===== src/hdl/smatch_ram.sv =====
// Generic single-write, single-read RAM with registered read data.
// No dependencies.
`timescale 1ns / 1ps
`default_nettype none
module smatch_ram #(
  parameter int Width = 4,
  parameter int Depth = 256
) (
  input  wire logic                     clk,
  input  wire logic                     we,
  input  wire logic [$clog2(Depth)-1:0] waddr,
  input  wire logic [Width-1:0]         wdata,
  input  wire logic [$clog2(Depth)-1:0] raddr,
  output logic      [Width-1:0]         rdata
);
  logic [Width-1:0] mem [Depth];
  always_ff @(posedge clk) begin
    if (we) begin
      mem[waddr] <= wdata;
    end
    rdata <= mem[raddr];
  end
endmodule
`default_nettype wire


===== config.mk =====
export PLATFORM = sky130hd
export DESIGN_NAME = smatch_ram
export DESIGN_NICKNAME = d
export VERILOG_FILES = /design/src/hdl/smatch_ram.sv
export SDC_FILE = /design/constraint.sdc
export NUM_CORES = 1
export LEC_CHECK = 0
export CAP_MARGIN = 5
export CORE_ASPECT_RATIO = 0.75
export CORE_MARGIN = 1
export CORE_UTILIZATION = 40
export CTS_CLUSTER_DIAMETER = 120
export CTS_CLUSTER_SIZE = 30
export DETAILED_ROUTE_END_ITERATION = 10
export DONT_BUFFER_PORTS = 1
export PLACE_DENSITY = 0.57
export SKIP_LAST_GASP = 1
export SYNTH_ARGS = -nofsm -noshare
export SYNTH_HDL_FRONTEND = slang
export SYNTH_SLANG_ARGS = --single-unit

===== constraint.sdc =====
create_clock -name clk -period 2.5 [get_ports clk]
set_clock_uncertainty 0.05 [all_clocks]
set_input_delay 0.375 -clock clk [delete_from_list [all_inputs] [get_ports clk]]
set_output_delay 0.375 -clock clk [all_outputs]
set_load 0.05 [all_outputs]

# Word-level counts from Yosys, hierarchy flattened
# Memory sizes are Yosys's and may differ from the RTL's. A register that Yosys moved wholly into a read port is not among the register bits.
# Cells that the tools add are included.
# Widths: inputs -> output; s select.
# word_totals
mem_count	1
word_cells	3
reg_bits	0
mem_bits_rw	1024
# mem_list
memory	depth	word_bits	read_ports	rd_ports_with_merged_regs	write_ports	line	rtl
mem	256	4	1	1	1	16	logic [Width-1:0] mem [Depth];
# classes
n_mux	2
# ops
cell	n
$mux 1	2

# Longest topological paths before layout
# Gate-level depths: netlist of run 1.
# logic_depth
ltp_word	2
depth_mapped	11

# Least setup slack after synthesis of run 1
# OpenSTA, ideal clock, no wires.
# synth_path
path_type	input-to-reg
startpoint	input raddr[0]
endpoint	register rdata[2], read port of mem
stages	10
t_arrival_ns	2.172
slack_ns	0.148
n_path_buf	5
required_time_ns	2.320
path_cell_list	buf_6 buf_6 buf_6 buf_4 buf_4 mux4_2 a22oi_1 nand3_1 nand4_1 o211ai_1
# synth_rtl
element	line	rtl
start: declaration	13	input wire logic [$clog2(Depth)-1:0] raddr,
end: declaration	14	output logic [Width-1:0] rdata

==> impl_metrics.csv, run 1 <==
group,metric,value,unit
run_status,status,"finished with violations",
run_status,violations,"hold timing",
drt,met3WireLength,8375,um
cts,clk_latency,640,ps
yosys,synthFlopType,"edfxtp_1",
timing,tns,0,ps
timing,drv_slew,0,
cts,cts_tree,"built",
job,drv_cap,0,
layout,syn2layout_area_growth,8.096,%
yosys,synth.area.top_cells,"edfxtp_1, mux4_2, nor2_1, mux2i_1, clkbuf_1",
floorplan,initial_core_util,40.69,%
layout,fin_nets,2125,
drt,routed_wl,96720,um
timing,max_freq,424.6,MHz
yosys,netlist_top_cells_count,"edfxtp_1, nor2_1, mux4_2",
cts,root_buffer,"clkbuf_16",
place,portBuffers,0,
hold_path,hold_end,"mem[214][0]",
timing,whs,-188.7,ps
setup_path,r2r-end,"rdata[1]",
yosys,synth.distinct_cells,42,
setup_path,r2r_cells,8,
place,placed_area,42740,um^2
layout,num_antenna_cells,0,
place,globalplace.congestion,0.7785,
timing,tightest_slew,1052,ps
cts,cts.path.max_buffers,3,
drt,met1_length,42930,um
yosys,async_reset_ff_share,0,%
setup_path,slowest_delay,450,ps
timing,maxSlewHeadroom,28.05,%
drt,vias_per_cell,5.738,
setup_path,path_cells,"mux4_2, nor2b_1, a211oi_1, a2111oi_1, clkdlybuf4s18_2, nor4_2, buf_4, o211ai_1",
yosys,yosysTopAreaCell,"edfxtp_1",
floorplan,fp.dieW,370.2,um
yosys,synth-seq-area-share,75.79,%
setup_path,timing_worst_setup_path_type,"reg2reg",
setup_path,required,2950,ps
drt,wl_per_cell,28.02,um
yosys,synth_seq_cells,1028,
setup_path,crit_arrival,2800,ps
timing,rsz0062_at_grt,"false",
cts,clk_pin_slew,120,ps
setup_path,r2r_slack,140,ps
timing,period_needed,2355,ps
layout,finalNonFillerCells,3452,
yosys,syn_nets,2073,
global_route,grt_overflow,0,
setup_path,crit_path_start_kind,"register",
yosys,syn_avg_cell_area,19.83,um^2
global_route,antenna_found_initial,2,
drt,top_layer,"met4",
global_route,grt_pass1_vias,20270,
hold_path,min_path_cells,0,
drt,wl_met2,43250,um
place,place_hpwl,56090,um
setup_path,cp_slowest_cell,"mux4_2",
floorplan,chipHeight,278.2,um
setup_path,cp_max_fo,1,
hold_path,min_from,"wdata[0]",
power,irDropWorstVdd,0.4540,mV
global_route,grt_usage,18.87,%
global_route,grt_max_degree,276,
cts,clock-sinks,1028,
place,dp.cells,3384,
timing,setup_viol,0,
cts,cts_buffers,40,
hold_path,min-delay-path-class,"in2reg",
drt,ant_nets,0,
floorplan,io_pins,26,
drt,vias,19810,
yosys,yosysWarnings,0,
cts,cts_setup_buffers,0,
yosys,synth_edf_count,1024,
setup_path,r2r_start,"mem[162][1]",
power,power_density,645.8,nW/um^2
global_route,grt_pass1_wl,140700,um
timing,finalHoldViolCount,157,
layout,drive_above_1_share,20.84,%
drt,drc,0,
timing,fin_crit_sh,94.20,%
floorplan,fp-row-count,100,
yosys,synth_area,40680,um^2
layout,final_design_area_no_fill,43970,um^2
yosys,syn_inst,2051,
setup_path,cp-end-kind,"register",
yosys,synth_most_common_cell,"edfxtp_1",
floorplan,core,99970,um^2
drt,first_pass_iters,5,
floorplan,die-area,103000,um^2
power,p_total,28.40,mW
yosys,synth_top_cell_area_share,75.60,%
cts,h-tree-depth,2,
power,power_leakage,13.17,nW
drt,drtIter0Drc,2310,
cell usage in the layout, fill, tap and decap left out, types with 3 or more instances in the layout:
cell,n
mux4_2,250
o211ai_1,13
dfxtp_1,4
buf_4,128
nor4_1,3
clkbuf_1,21
buf_12,6
nand2b_1,12
a31oi_1,6
a22oi_1,32
edfxtp_1,1024
o22ai_1,10
clkbuf_16,41
a21oi_1,13
nor3_1,7
o21ai_0,16
nand3_1,39
a211oi_1,7
nor2_1,275
nand2_1,55
nor2b_1,26
mux2i_1,65
o221ai_1,8
a2111oi_0,5
mux2_2,6
a221oi_1,8
nand4_1,15
cells by family (layout without fill, tap and decap cells):
kind of cell | after synthesis | count (layout) | share of synthesized area (%)
AOI/OAI and AO/OA | 125 | 125 | 2.153
buffers and inverters | 130 | 205 | 1.713
DFF | 1028 | 1028 | 75.79
muxes | 321 | 321 | 15.61
and+or+nand+nor | 447 | 447 | 4.731
critical path, delay by kind of cell (launching register included):
kind / cells / cell delay, ps
buffers and inverters: 2 / 470
AO/OA/AOI/OAI: 3 / 400
AND/OR/NAND/NOR: 2 / 480
multiplexers: 1 / 450
flip-flops: 1 / 370
state kept, by name, summed over array words and instances (netlist names):
register,cells
rdata,4
mem,1024
through the flow:
step                hold slack (ps)  util [%]  worst slack, ps
CTS                          -220.9     43.92            60.04
global route                 -224.5     43.98            19.91
finish                       -188.7     43.98            144.9
floorplan                     423.9         -            147.8
detailed placement            450.1     42.75           -203.6
global placement              483.3     42.74           -549.8
repair_timing:
| action | 4_1_cts | 5_1_grt |
|---|---|---|
| hold buffers | 1 | 2 |
| endpoints found under the hold margin | 1026 | 838 |
| cloned | 0 | 0 |
| setup endpoints to repair | 1 | 1 |
| resized for setup | 1 | 1 |
worst max path at each step:
stage	start	endpoint	slack, ps	cells past startpoint
2_1_floorplan	raddr[0]	rdata[2]	150	10
5_1_grt	mem[163][1]	rdata[1]	20	8
3_5_place_dp	raddr[0]	rdata[2]	-200	5
3_3_place_gp	raddr[0]	rdata[1]	-550	7
6_report	mem[162][1]	rdata[1]	140	8
4_1_cts	mem[162][1]	rdata[1]	60	8
cell type report:
cell class / count / area, um^2
Fill cell: 8438 / 56000
Sequential cell: 1028 / 30830
Multi-Input combinational cell: 893 / 9164
Tap cell: 1326 / 1659
Timing Repair Buffer: 138 / 1156
Clock buffer: 62 / 1105
Clock inverter: 3 / 47.55
Inverter: 2 / 7.507
where the power goes:
part / switching (mW) / internal [mW]
clock: 5.05 / 3.14
combinational: 0.571 / 0.584
sequential: 0.0733 / 19.0
routing by layer:
layer / vias up / GRT usage (%)
li1: 8397 / -
met1: 10550 / 28.57
met2: 756 / 27.76
met3: 105 / 4.142
met4: 0 / 4.439
met5: - / 0
Power figures use the tool's default switching activity.
==> run 2, diff against run 1 <==
BUFFER_PORTS_ARGS = -buffer_cell sky130_fd_sc_hd__buf_2   (was unset)
DONT_BUFFER_PORTS = unset   (was 1)
PLACE_DENSITY = 0.58   (was 0.57)
==> run 2 against run 1 <==
- the flow now finishes without violations
- utilization rose by 1.5 points
- sequential power barely moved
- die area did not move
- critical path depth fell by 2
- non-clock buffer count rose by 149
- via count rose by 4.0%
- count of clock-buffer cells in the layout fell by 13
- cell area rose by 3.3%
- combinational power rose by 73%
- critical path type unchanged
==> impl_metrics.csv, run 2 (synthesis results as in run 1) <==
group,metric,value,unit
setup_path,crit_path_start_kind,"register",
drt,drtIter0Drc,2882,
layout,layout_commonest_cell,"edfxtp_1",
setup_path,crit_arrival,2880,ps
global_route,grt_pass1_vias,20530,
cts,root_buffer,"clkbuf_16",
place,place_ws,-478.1,ps
drt,vias_per_cell,5.735,
cts,clk_latency,640,ps
cts,cts.path.max_buffers,3,
global_route,grt_max_degree,118,
layout,finalNonFillerCells,3592,
setup_path,cp_slowest_cell,"mux4_2",
layout,final_cell_mix,"edfxtp_1, nor2_1, mux4_2",
timing,worst_slack,88.55,ps
job,drv_cap,0,
timing,setup_viol,0,
timing,period_needed,2411,ps
layout,fin_util,45.43,%
global_route,antenna_found_initial,15,
floorplan,die-area,103000,um^2
drt,first_pass_iters,5,
power,irDropWorstVdd,0.4289,mV
timing,rsz0062_at_grt,"false",
floorplan,initial_core_util,40.69,%
place,globalplace.congestion,0.8578,
floorplan,chipHeight,278.2,um
drt,routed_wl,98850,um
floorplan,fp.dieW,370.2,um
cts,clk_pin_slew,110,ps
place,place_hpwl,66700,um
setup_path,required,2960,ps
power,power_leakage,14.01,nW
layout,fin_nets,2274,
setup_path,path_cells,"mux4_2, mux4_2, nor3b_1, nor4_2, buf_4, o211ai_1",
timing,tightest_slew,972.7,ps
drt,wl_per_cell,27.52,um
setup_path,cp-end-kind,"register",
cts,clock-sinks,1028,
setup_path,cp_top_family,"multiplexers",
drt,vias,20600,
power,power_density,639.4,nW/um^2
hold_path,min-delay-path-class,"in2reg",
cts,cts_tree,"built",
layout,drive_above_1_share,26.13,%
run_status,status,"finished clean",
setup_path,crit_top_cell,"mux4_2",
cts,cts_setup_buffers,0,
global_route,grt_pass1_wl,144500,um
place,dp.cells,3535,
place,portBuffers,25,
floorplan,core,99970,um^2
drt,ant_nets,0,
cts,cts_buffers,40,
timing,maxSlewHeadroom,35.02,%
layout,largest_register_ffs,1024,
timing,finalHoldViolCount,0,
cts,h-tree-depth,2,
timing,whs,85.58,ps
layout,reg_top3,"mem (1024), rdata (4)",
global_route,grt_usage,19.37,%
timing,drv_slew,0,
floorplan,io_pins,26,
drt,drc,0,
power,p_total,29.04,mW
setup_path,cp_max_fo,1,
timing,max_freq,414.7,MHz
floorplan,fp-row-count,100,
timing,fin_crit_sh,96.46,%
layout,syn2layout_area_growth,11.66,%
global_route,grt_overflow,0,
layout,regMostFlops,"mem",
setup_path,cp_num_buf_inv,1,
setup_path,timing_worst_setup_path_type,"reg2reg",
setup_path,slowest_delay,490,ps
[run 2: cell types whose count changed in the layout (fill, tap and decap cells not counted), sizes merged]
cell,before,now
clkbuf,62,49
clkdlybuf4s18,1,0
buf,136,286
diode,0,4
[run 2: power breakdown]
part	switching, mW	internal (mW)
Sequential	0.0367	19.0
Combinational	1.21	0.800
Clock	4.96	3.06
[run 2: layer usage]
layer	GRT usage (%)	part of all wire, %
met3	4.678	9.7
met5	0	0.065
met2	27.42	43
met1	30.43	46
met4	3.592	1.7
[run 2: final cells by class]
class	count	area, um^2
fill	8385	54550
timing repair buffer	287	2655
sequential	1028	30830
multi-input combinational	893	9155
antenna	4	10.01
inverter	2	7.507
clock inverter	3	47.55
clock buffer	49	1056
tap	1326	1659
[run 2: final timing paths]
kind / from / endpoint / slack, ps / cells past startpoint
setup reg to reg: mem[186][2] / rdata[2] / 90 / 6
hold reg to reg: mem[26][3] / rdata[3] / 950 / 5
setup / recovery: mem[186][2] / rdata[2] / 90 / 6
hold / removal: wdata[0] / mem[154][0] / 90 / 1
[run 2: metrics by stage]
| stage | area [um^2] | TNS (ps) |
|---|---|---|
| 3_3_place_gp | 44290 | -1248 |
| 2_1_floorplan | 40680 | 0 |
| 4_1_cts | 45410 | 0 |
| 5_1_grt | 45420 | 0 |
| 3_5_place_dp | 44290 | -1416 |
| 6_report | 45420 | 0 |
[run 2: what timing repair did]
| item | in CTS | in global routing |
|---|---|---|
| hold buffers | 1 | 0 |
| pin swaps | 0 | 1 |
| setup endpoints to repair | 1 | 1 |
| hold endpoints to repair | 4 | 0 |
| resized for setup | 1 | 0 |
